**src/rtl/awvt_pkg.sv**
```systemverilog
// Package for the angle window velocity tracker: widths, reset constants,
// controller command/status structs and the one-hot state encoding.
// No dependencies.
package awvt_pkg;

  localparam int unsigned DepthDefault = 32;
  localparam int unsigned AngleW       = 16;
  localparam int unsigned TimeW        = 32;
  localparam int unsigned VelW         = 26;
  localparam int unsigned FillW        = 6;
  // Dividend |d| * 1000 fits 26 bits
  localparam int unsigned NumW         = 26;
  localparam int unsigned SumW         = 37;
  localparam logic signed [AngleW-1:0] MinReset = 16'sd11520;
  localparam logic signed [AngleW-1:0] MaxReset = 16'sd0;
  localparam logic [9:0] MsPerS = 10'd1000;

  typedef enum logic [9:0] {
    StIdle     = 10'b00_0000_0001,
    StInit     = 10'b00_0000_0010,
    StRdFirst  = 10'b00_0000_0100,
    StCapFirst = 10'b00_0000_1000,
    StCapPair  = 10'b00_0001_0000,
    StStart    = 10'b00_0010_0000,
    StWait     = 10'b00_0100_0000,
    StAvg      = 10'b00_1000_0000,
    StAvgWait  = 10'b01_0000_0000,
    StOut      = 10'b10_0000_0000
  } state_e;

  // Controller to datapath
  typedef struct packed {
    logic take;      // latch input item, update ring/min/max
    logic walk_init; // clear accumulators, set walk pointer
    logic rd;        // read at walk pointer, advance pointer
    logic cap_cur;   // capture read data as earlier sample
    logic cap_nxt;   // capture read data as later sample, set up pair
    logic div_start; // start pair divider
    logic acc;       // accumulate pair velocity
    logic avg_start; // start average divider
    logic load_out;  // load output register
  } cmd_t;

  // Datapath to controller
  typedef struct packed {
    logic is_clear;  // latched item is a clear
    logic walk_any;  // at least two samples
    logic walk_last; // captured pair is the last one
    logic pair_skip; // time step zero
    logic div_done;
    logic any_pairs;
  } sts_t;

endpackage

```
**src/rtl/angle_window_velocity_tracker.sv**
```systemverilog
// Angle window velocity tracker, top level: controller, datapath, result register.
// Depends on awvt_pkg, awvt_ctrl, awvt_dp.
//
// Usage:
//  s_axis carries one item per transfer: tdata = {sample time, angle},
//  tuser = action (0 push sample, 1 clear window and min/max).
//  m_axis returns one result per item: peak/avg velocity, lowest/highest
//  angle, fill count; tuser = window_full.
//  One item at a time: the walk reads each stored pair from the sample RAMs
//  and runs a shared serial divider per pair with nonzero time step, plus
//  one more divide for the average; a pair with zero time step skips its
//  divide. A clear or a window under two samples skips the walk. The next
//  item is accepted in the cycle after the result is loaded. Reset empties
//  the window and sets min to 180 degrees, max to 0; no clearing pass is
//  needed. If the receiver stalls, the result waits in the output register
//  and the next item waits before its result is loaded.
module angle_window_velocity_tracker import awvt_pkg::*; #(
  parameter int unsigned Depth = DepthDefault
) (
  input  logic         clk_i,
  input  logic         rst_ni,
  input  logic         s_axis_tvalid,
  output logic         s_axis_tready,
  input  logic [47:0]  s_axis_tdata,  // angle[15:0], sample time[47:16]
  input  logic         s_axis_tuser,  // action
  output logic         m_axis_tvalid,
  input  logic         m_axis_tready,
  output logic [95:0]  m_axis_tdata,  // peak vel[25:0], avg vel[51:26],
                                      // lowest_angle[67:52], highest_angle[83:68],
                                      // fill_count[89:84], zero[95:90]
  output logic         m_axis_tuser   // window_full
);
  cmd_t cmd;
  sts_t sts;
  logic [VelW-1:0] peak, avg;
  logic signed [AngleW-1:0] lo, hi;
  logic full;
  logic [FillW-1:0] fill;
  logic [95:0] tdata_q;
  logic tuser_q, valid_q;

  awvt_ctrl u_ctrl (
    .clk_i, .rst_ni, .in_valid_i(s_axis_tvalid), .in_ready_o(s_axis_tready),
    .out_full_i(valid_q), .out_taken_i(m_axis_tready), .sts_i(sts), .cmd_o(cmd)
  );

  awvt_dp #(.Depth(Depth)) u_dp (
    .clk_i, .rst_ni, .action_i(s_axis_tuser),
    .angle_i(s_axis_tdata[15:0]), .time_i(s_axis_tdata[47:16]),
    .cmd_i(cmd), .sts_o(sts), .peak_o(peak), .avg_o(avg), .min_o(lo),
    .max_o(hi), .full_o(full), .fill_o(fill)
  );

  // Result register: fields packed low to high, zero padded to 96 bits
  always_ff @(posedge clk_i or negedge rst_ni) begin
    if (!rst_ni) valid_q <= 1'b0;
    else if (cmd.load_out) valid_q <= 1'b1;
    else if (m_axis_tready) valid_q <= 1'b0;
  end

  always_ff @(posedge clk_i) begin
    if (cmd.load_out) begin
      tdata_q <= {6'b00_0000, fill, hi, lo, avg, peak};
      tuser_q <= full;
    end
  end

  assign m_axis_tvalid = valid_q;
  assign m_axis_tdata  = tdata_q;
  assign m_axis_tuser  = tuser_q;
endmodule

```
**src/rtl/awvt_ram.sv**
```systemverilog
// Generic single-port RAM with registered read.
// No dependencies.
module awvt_ram #(
  parameter int unsigned Width = 16,
  parameter int unsigned Depth = 32
) (
  input  logic                     clk_i,
  input  logic                     we_i,
  input  logic [$clog2(Depth)-1:0] addr_i,
  input  logic [Width-1:0]         wdata_i,
  output logic [Width-1:0]         rdata_o
);
  logic [Width-1:0] mem_q [Depth];

  always_ff @(posedge clk_i) begin
    if (we_i) mem_q[addr_i] <= wdata_i;
    rdata_o <= mem_q[addr_i];
  end
endmodule

```
**src/rtl/awvt_div.sv**
```systemverilog
// Restoring radix-2 divider, one quotient bit per cycle.
// No dependencies.
module awvt_div #(
  parameter int unsigned NW = 37,
  parameter int unsigned DW = 32
) (
  input  logic          clk_i,
  input  logic          rst_ni,
  input  logic          start_i,
  input  logic [NW-1:0] num_i,
  input  logic [DW-1:0] den_i,
  output logic          done_o,
  output logic [NW-1:0] quo_o
);
  localparam int unsigned CntW = $clog2(NW + 1);

  logic [NW-1:0]   quo_q, quo_d;
  logic [DW:0]     rem_q, rem_d;
  logic [DW-1:0]   den_q, den_d;
  logic [CntW-1:0] cnt_q, cnt_d;
  logic            busy_q, busy_d;
  logic [DW:0]     trial;
  logic [DW+1:0]   diff;

  always_comb begin
    quo_d  = quo_q;
    rem_d  = rem_q;
    den_d  = den_q;
    cnt_d  = cnt_q;
    busy_d = busy_q;
    trial  = {rem_q[DW-1:0], quo_q[NW-1]};
    diff   = {1'b0, trial} - {2'b00, den_q};
    if (start_i) begin
      quo_d  = num_i;
      rem_d  = '0;
      den_d  = den_i;
      cnt_d  = CntW'(NW);
      busy_d = 1'b1;
    end else if (busy_q) begin
      // Shift one dividend bit into the remainder and try to subtract
      if (!diff[DW+1]) begin
        rem_d = diff[DW:0];
        quo_d = {quo_q[NW-2:0], 1'b1};
      end else begin
        rem_d = trial;
        quo_d = {quo_q[NW-2:0], 1'b0};
      end
      cnt_d = cnt_q - 1'b1;
      if (cnt_q == CntW'(1)) busy_d = 1'b0;
    end
  end

  always_ff @(posedge clk_i or negedge rst_ni) begin
    if (!rst_ni) begin
      busy_q <= 1'b0;
      cnt_q  <= '0;
    end else begin
      busy_q <= busy_d;
      cnt_q  <= cnt_d;
    end
  end

  always_ff @(posedge clk_i) begin
    quo_q <= quo_d;
    rem_q <= rem_d;
    den_q <= den_d;
  end

  assign done_o = busy_q && (cnt_q == CntW'(1));
  assign quo_o  = quo_d;
endmodule

```
**src/rtl/awvt_ctrl.sv**
```systemverilog
// Controller state machine of the tracker: sequences the pair walk.
// Depends on awvt_pkg.
module awvt_ctrl import awvt_pkg::*; (
  input  logic clk_i,
  input  logic rst_ni,
  input  logic in_valid_i,
  output logic in_ready_o,
  input  logic out_full_i,
  input  logic out_taken_i,
  input  sts_t sts_i,
  output cmd_t cmd_o
);
  state_e state_q, state_d;

  assign in_ready_o = (state_q == StIdle);

  always_comb begin
    state_d = state_q;
    cmd_o   = '0;
    case (state_q)
      StIdle: begin
        if (in_valid_i) begin
          cmd_o.take = 1'b1;
          state_d    = StInit;
        end
      end
      StInit: begin
        cmd_o.walk_init = 1'b1;
        if (sts_i.is_clear || !sts_i.walk_any) state_d = StOut;
        else state_d = StRdFirst;
      end
      StRdFirst: begin
        // oldest sample read, data arrives next cycle
        cmd_o.rd = 1'b1;
        state_d  = StCapFirst;
      end
      StCapFirst: begin
        cmd_o.cap_cur = 1'b1;
        cmd_o.rd      = 1'b1;
        state_d       = StCapPair;
      end
      StCapPair: begin
        cmd_o.cap_nxt = 1'b1;
        state_d       = StStart;
      end
      StStart: begin
        if (sts_i.pair_skip) begin
          if (sts_i.walk_last) state_d = StAvg;
          else begin
            cmd_o.rd = 1'b1;
            state_d  = StCapPair;
          end
        end else begin
          cmd_o.div_start = 1'b1;
          state_d         = StWait;
        end
      end
      StWait: begin
        if (sts_i.div_done) begin
          cmd_o.acc = 1'b1;
          if (sts_i.walk_last) state_d = StAvg;
          else begin
            cmd_o.rd = 1'b1;
            state_d  = StCapPair;
          end
        end
      end
      StAvg: begin
        if (!sts_i.any_pairs) state_d = StOut;
        else begin
          cmd_o.avg_start = 1'b1;
          state_d         = StAvgWait;
        end
      end
      StAvgWait: begin
        if (sts_i.div_done) state_d = StOut;
      end
      StOut: begin
        if (!out_full_i || out_taken_i) begin
          cmd_o.load_out = 1'b1;
          state_d        = StIdle;
        end
      end
      default: state_d = StIdle;
    endcase
  end

  always_ff @(posedge clk_i or negedge rst_ni) begin
    if (!rst_ni) state_q <= StIdle;
    else state_q <= state_d;
  end
endmodule

```
**src/rtl/awvt_dp.sv**
```systemverilog
// Datapath of the tracker: sample rings, min/max, pair velocity, divider, sums.
// Depends on awvt_pkg, awvt_ram, awvt_div.
module awvt_dp import awvt_pkg::*; #(
  parameter int unsigned Depth = DepthDefault
) (
  input  logic                     clk_i,
  input  logic                     rst_ni,
  input  logic                     action_i,
  input  logic signed [AngleW-1:0] angle_i,
  input  logic [TimeW-1:0]         time_i,
  input  cmd_t                     cmd_i,
  output sts_t                     sts_o,
  output logic [VelW-1:0]          peak_o,
  output logic [VelW-1:0]          avg_o,
  output logic signed [AngleW-1:0] min_o,
  output logic signed [AngleW-1:0] max_o,
  output logic                     full_o,
  output logic [FillW-1:0]         fill_o
);
  localparam int unsigned AW = (Depth > 1) ? $clog2(Depth) : 1;
  localparam int unsigned CW = $clog2(Depth + 1);
  localparam int unsigned SW = CW + 1;

  logic [AW-1:0] wslot_q, wslot_d;
  logic [CW-1:0] valid_q, valid_d;
  logic signed [AngleW-1:0] min_q, max_q, min_d, max_d;
  logic clr_q;
  logic [AW-1:0] ptr_q;
  logic [CW-1:0] left_q; // pairs not yet captured
  logic signed [AngleW-1:0] a0_q;
  logic [TimeW-1:0] t0_q;
  logic signed [AngleW:0] d_q;
  logic [TimeW-1:0] dt_q;
  logic [VelW-1:0] peak_q;
  logic [SumW-1:0] sum_q;
  logic [CW-1:0] pairs_q;
  logic [SW-1:0] start_sum;
  logic [AW-1:0] start_slot;
  logic [NumW-1:0] mag_num;
  logic signed [AngleW:0] d_w;
  logic [AngleW-1:0] mag;
  logic [TimeW-1:0] dt_w;
  logic [AW-1:0] addr;
  logic we;
  logic signed [AngleW-1:0] a_rd;
  logic [TimeW-1:0] t_rd;
  logic div_start, div_done;
  logic [SumW-1:0] div_num, quo;
  logic [TimeW-1:0] div_den;
  logic [VelW-1:0] v;

  // Ring write at take, reads follow the walk pointer otherwise
  assign we   = cmd_i.take && !action_i;
  assign addr = cmd_i.take ? wslot_q : ptr_q;

  awvt_ram #(.Width(AngleW), .Depth(1 << AW)) u_angle_ram (
    .clk_i, .we_i(we), .addr_i(addr), .wdata_i(angle_i), .rdata_o(a_rd)
  );
  awvt_ram #(.Width(TimeW), .Depth(1 << AW)) u_time_ram (
    .clk_i, .we_i(we), .addr_i(addr), .wdata_i(time_i), .rdata_o(t_rd)
  );

  // Window and min/max update
  always_comb begin
    wslot_d = wslot_q;
    valid_d = valid_q;
    min_d   = min_q;
    max_d   = max_q;
    if (cmd_i.take) begin
      if (action_i) begin
        wslot_d = '0;
        valid_d = '0;
        min_d   = MinReset;
        max_d   = MaxReset;
      end else begin
        wslot_d = (wslot_q == AW'(Depth - 1)) ? '0 : AW'(wslot_q + 1'b1);
        if (valid_q != CW'(Depth)) valid_d = valid_q + 1'b1;
        if (angle_i < min_q) min_d = angle_i;
        if (angle_i > max_q) max_d = angle_i;
      end
    end
  end

  // Oldest slot: write slot minus fill, wrapped once
  assign start_sum  = SW'(wslot_q) + SW'(Depth) - SW'(valid_q);
  assign start_slot = (start_sum >= SW'(Depth)) ? AW'(start_sum - SW'(Depth)) : AW'(start_sum);

  // Pair difference: earlier minus later, time step later minus earlier
  assign d_w     = {a0_q[AngleW-1], a0_q} - {a_rd[AngleW-1], a_rd};
  assign dt_w    = t_rd - t0_q;
  assign mag     = d_q[AngleW] ? AngleW'(-d_q) : AngleW'(d_q);
  assign mag_num = NumW'(mag) * NumW'(MsPerS);

  assign div_start = cmd_i.div_start || cmd_i.avg_start;
  assign div_num   = cmd_i.avg_start ? sum_q : SumW'(mag_num);
  assign div_den   = cmd_i.avg_start ? TimeW'(pairs_q) : dt_q;
  assign v         = VelW'(quo);

  awvt_div #(.NW(SumW), .DW(TimeW)) u_div (
    .clk_i, .rst_ni, .start_i(div_start), .num_i(div_num), .den_i(div_den),
    .done_o(div_done), .quo_o(quo)
  );

  always_ff @(posedge clk_i or negedge rst_ni) begin
    if (!rst_ni) begin
      wslot_q <= '0;
      valid_q <= '0;
      min_q   <= MinReset;
      max_q   <= MaxReset;
      clr_q   <= 1'b0;
      left_q  <= '0;
      pairs_q <= '0;
    end else begin
      wslot_q <= wslot_d;
      valid_q <= valid_d;
      min_q   <= min_d;
      max_q   <= max_d;
      if (cmd_i.take) clr_q <= action_i;
      if (cmd_i.walk_init) begin
        left_q  <= valid_q - 1'b1;
        pairs_q <= '0;
      end else begin
        if (cmd_i.cap_nxt) left_q <= left_q - 1'b1;
        if (cmd_i.acc) pairs_q <= pairs_q + 1'b1;
      end
    end
  end

  // Walk pointer, captures and accumulators
  always_ff @(posedge clk_i) begin
    if (cmd_i.walk_init) begin
      ptr_q <= start_slot;
    end else if (cmd_i.rd) begin
      ptr_q <= (ptr_q == AW'(Depth - 1)) ? '0 : AW'(ptr_q + 1'b1);
    end
    // later sample of a pair becomes the earlier one of the next
    if (cmd_i.cap_cur || cmd_i.cap_nxt) begin
      a0_q <= a_rd;
      t0_q <= t_rd;
    end
    if (cmd_i.cap_nxt) begin
      d_q  <= d_w;
      dt_q <= dt_w;
    end
    if (cmd_i.walk_init) begin
      peak_q <= '0;
      sum_q  <= '0;
    end else if (cmd_i.acc) begin
      sum_q <= sum_q + SumW'(v);
      if (!d_q[AngleW] && d_q != '0 && v > peak_q) peak_q <= v;
    end
  end

  assign sts_o.is_clear  = clr_q;
  assign sts_o.walk_any  = valid_q >= CW'(2);
  assign sts_o.walk_last = (left_q == '0);
  assign sts_o.pair_skip = (dt_q == '0);
  assign sts_o.div_done  = div_done;
  assign sts_o.any_pairs = (pairs_q != '0);

  assign peak_o = peak_q;
  assign avg_o  = (pairs_q == '0) ? '0 : v;
  assign min_o  = min_q;
  assign max_o  = max_q;
  assign full_o = (valid_q == CW'(Depth));
  assign fill_o = FillW'(valid_q);
endmodule
```
**config.mk**
```make
export PLATFORM = sky130hd
export DESIGN_NAME = angle_window_velocity_tracker
export DESIGN_NICKNAME = d
export VERILOG_FILES = /design/src/rtl/awvt_pkg.sv /design/src/rtl/angle_window_velocity_tracker.sv /design/src/rtl/awvt_ram.sv /design/src/rtl/awvt_div.sv /design/src/rtl/awvt_ctrl.sv /design/src/rtl/awvt_dp.sv
export SDC_FILE = /design/constraint.sdc
export NUM_CORES = 2
export LEC_CHECK = 0
export CAP_MARGIN = 20
export CORE_MARGIN = 2
export CORE_UTILIZATION = 57
export DETAILED_ROUTE_END_ITERATION = 8
export DONT_BUFFER_PORTS = 1
export GPL_TIMING_DRIVEN = 0
export PLACE_DENSITY_LB_ADDON = 0.05
export SLEW_MARGIN = 20
export SYNTH_ARGS = -nofsm -noshare
export SYNTH_HDL_FRONTEND = slang
export SYNTH_SLANG_ARGS = --single-unit
```
**constraint.sdc**
```tcl
create_clock -name clk_i -period 6.8 [get_ports clk_i]
set_input_delay 1.36 -clock clk_i [delete_from_list [all_inputs] [get_ports clk_i]]
set_output_delay 1.36 -clock clk_i [all_outputs]
set_load 0.01 [all_outputs]
```
==> results.py <==
metrics = {
    "setup_path": {
        "end_kind": "flip-flop",
        "rr_endpoint": "u_dp.peak_o[5]",
        "cpPeakStageDelay_ns": 0.61,
        "timing.rr.start": "u_dp.d_q[4]",
        "cp_top_family": "adder cells",
        "critPathMaxFanout": 6,
        "crit_path_start": "u_dp.d_q[4]",
        "r2r_cells": 27,
        "reg2reg_setup_slack_ns": -0.41,
        "cpMostUsedCell": "fa_1",
        "start_kind": "flip-flop",
        "worstSetupPathType": "flip-flop to flip-flop",
        "crit_buf_inv": 5,
        "cpMaxStageDelayCell": "or4_4",
        "crit_arrival_ns": 7.88,
        "required_ns": 7.47,
    },
    "floorplan": {
        "die_w_um": 392.3,
        "core_um2": 149800,
        "row_count": 142,
        "die_area_um2": 153900,
        "start_util": 0.5739,
        "die_h_um": 392.3,
        "ios": 152,
    },
    "power": {
        "seqPwrFrac": 0.410,
        "p_clk_frac": 0.316,
        "combPwrFrac": 0.274,
        "power_switching_mw": 11.79,
        "swShare": 0.3323,
        "power_mw": 35.47,
        "power_density_nw_per_um2": 355.4,
        "internal_power_mw": 23.68,
        "leakage_nw": 36.39,
        "vdd_ir_drop_max_uv": 249.8,
    },
    "routing": {
        "routed_wl_um": 273400,
        "vias": 55585,
        "avgRoutedWirePerCell_um": 31.65,
        "postRouteAntennaNets": 0,
        "drtPass1Iterations": 8,
        "post_drt_via_cell_ratio": 6.434,
        "drt_iter0_markers": 7768,
        "drc_errors": 0,
    },
    "synth": {
        "synth_warnings": 0,
        "synth_top_family_by_area": "multiplexers",
        "synthSimpleGateAreaFrac": 0.07343,
        "async_reset_ff_frac": 0.03672,
        "synth_flop_cell": "edfxtp_1",
        "yosys.area_share.adder": 0.04480,
        "ys_types": 91,
        "synth-compound-area-share": 0.07681,
        "synth_edf_count": 1772,
        "synth-seq-cells": 2015,
        "synthCells": 6031,
        "synthXorXnorAreaFrac": 0.01620,
        "yosysSeqAreaShare": 0.6800,
        "syn_area_um2": 85960,
        "synth.area.mux_share": 0.08068,
        "synth.avg_cell_area_um2": 14.25,
    },
    "run_status": {
        "status": "finished with violations",
        "violations": "setup timing",
    },
    "timing": {
        "final.setup_skew_ns": 0.04672,
        "tightest_slew_ns": 1.307,
        "period_share": 1.060,
        "whs_ns": 0.2121,
        "rsz0062_at_grt": "yes",
        "setup_violations": 43,
        "max_freq_mhz": 138.7,
        "layout_min_cycle_time_ns": 7.208,
        "relSlewSlack": 0.1208,
        "worst_slack_ns": -0.4076,
        "hold_viol": 0,
        "fin_tns_setup_ns": -13.57,
        "slew_viol_final": 0,
    },
    "clock_tree": {
        "cts_buffers": 202,
        "cts_max_level": 4,
        "clockRootBuffer": "clkbuf_16",
        "clk_pin_slew_ns": 0.06,
        "cts_tree": "done",
        "clock_latency_ns": 0.86,
        "clockBufferDepth": 3,
        "cts-hold-fix-buffers": 0,
        "clkSinkCount": 2015,
    },
    "grt": {
        "grt_max_degree": 75,
        "track_usage": 0.3526,
        "grt_pass1_vias": 52717,
        "grt_pass1_wl_um": 380300,
        "overflow": 0,
        "antenna_found_initial": 19,
    },
    "placed_design": {
        "place.gp.congestion": 0.9080,
        "dp_hpwl_um": 184800,
        "port_buffers": 0,
        "placed_cells": 8176,
        "dp_slack_ns": -1.638,
    },
    "cells_and_area": {
        "syn2layout_area_growth_pct": 16.11,
        "final_cells": 8639,
        "layout.nets": 6766,
        "drive_gt1_frac": 0.1341,
    },
    "job": {
        "max_cap_violations": 0,
    },
    "min_path": {
        "hp-class": "primary input to asynchronous set/reset pin",
    },
}
==> placed cells by master, fill, tap and decap left out, types with 54 or more instances in the layout <==
cell type / netlist / final
a21o_1: 67 / 67
a21oi_1: 204 / 190
and3_1: 56 / 54
buf_12: 0 / 70
buf_2: 126 / 133
buf_4: 26 / 92
clkbuf_1: 113 / 129
clkbuf_16: 0 / 207
dfrtp_1: 69 / 69
dfxtp_1: 169 / 169
edfxtp_1: 1772 / 1772
ha_1: 227 / 207
inv_1: 261 / 255
mux2i_1: 688 / 685
nand2_1: 493 / 487
nand3_1: 168 / 164
nor2_1: 179 / 146
nor2b_1: 87 / 81
nor3_1: 62 / 60
nor4_1: 105 / 101
o21ai_0: 160 / 139
o22ai_1: 315 / 314
xnor2_1: 96 / 83
==> worst reg2reg max path, delay by kind of cell, from the launching register on <==
kind,cells,cell delay (ns)
adder cells (fa/ha/maj),6,2.30
XOR/XNOR,3,0.70
AO/OA/AOI/OAI,8,1.69
AND/OR/NAND/NOR,4,1.28
flip-flops,1,0.39
multiplexers,1,0.17
buffers and inverters,5,0.52
==> power by group through the flow <==
| stage | Sequential [mW] | Combinational, mW | Clock [mW] |
|---|---|---|---|
| 2_1_floorplan | 14.7 | 5.62 | 0 |
| 3_3_place_gp | 14.8 | 9.08 | 0 |
| 3_5_place_dp | 14.8 | 9.33 | 0 |
| 4_1_cts | 14.6 | 9.40 | 11.2 |
| 5_1_grt | 14.6 | 10.0 | 11.7 |
| 6_report | 14.6 | 9.70 | 11.2 |
==> cell type report <==
class                           count  area, µm²
Antenna cell                       14      35.03
Tap cell                         2016       2522
Sequential cell                  2015      58450
Fill cell                       10521      49970
Inverter                          262      997.2
Clock inverter                    128       1287
Timing Repair Buffer              199       3207
Multi-Input combinational cell   3471      26460
Buffer                            285       1499
Clock buffer                      249       5346
==> cell usage after synthesis, types with 62 or more instances <==
cell         n  area, µm²
buf_2      126      630.6
mux2i_1    688       6887
dfrtp_1     69       1727
a21o_1      67      503.0
o22ai_1    315       1971
nor2b_1     87      544.3
ha_1       227       2840
nor2_1     179      671.9
nor3_1      62      310.3
a21oi_1    204       1021
nor4_1     105      656.9
clkbuf_1   113      424.2
inv_1      261      979.7
o21ai_0    160      800.8
nand3_1    168      840.8
nand2_1    493       1851
dfxtp_1    169       3383
xor2_1      63      551.8
edfxtp_1  1772      53210
xnor2_1     96      840.8
==> registers in the layout, indices dropped and copies added, names as in the netlist, 37 cells and up <==
signal	flops
m_axis_tdata	90
u_dp.u_div.quo_q	37
u_dp.sum_q	37
u_dp.u_angle_ram.mem_q	512
u_dp.u_time_ram.mem_q	1024
==> repair_timing <==
| action | in CTS | in global routing |
|---|---|---|
| pin swaps | 73 | 37 |
| buffers inserted | 57 | 17 |
| gates cloned | 1 | 1 |
| gates resized for setup | 144 | 61 |
| setup endpoints to repair | 52 | 48 |
==> per-layer routing <==
layer	GRT usage	share of wire	vias up	wire, µm
met1	0.4603	0.37	27576	101100
met2	0.5459	0.45	3490	123500
met4	0.1838	0.061	12	16740
met5	0	0.00029	-	80
met3	0.09120	0.12	757	32000
li1	-	-	23750	-
==> stage by stage <==
stage,util,cell area [µm²]
3_5_place_dp,0.6110,91510
5_1_grt,0.6663,99800
6_report,0.6664,99810
3_3_place_gp,0.5918,88630
2_1_floorplan,-,86110
4_1_cts,0.6631,99320
==> how the worst max path moves through the flow <==
stage,endpoint,slack [ns],cells past startpoint
3_5_place_dp,u_dp.sum_q[25],-1.64,26
6_report,u_dp.peak_o[5],-0.41,27
5_1_grt,u_dp.peak_o[3],-0.69,30
4_1_cts,u_dp.peak_o[5],-0.43,30
2_1_floorplan,u_dp.sum_q[36],-0.07,29
3_3_place_gp,u_dp.u_time_ram.mem_q[21][20],-3.21,7
==> cell families after synthesis <==
family	after synthesis
flip-flops	2015
AND/OR/NAND/NOR	1308
AO/OA/AOI/OAI	1028
multiplexers	692
buffers and inverters	550
adder cells (fa/ha/maj)	278
XOR/XNOR	159
other	1
Note: power is estimated with default switching activity, not from simulation.
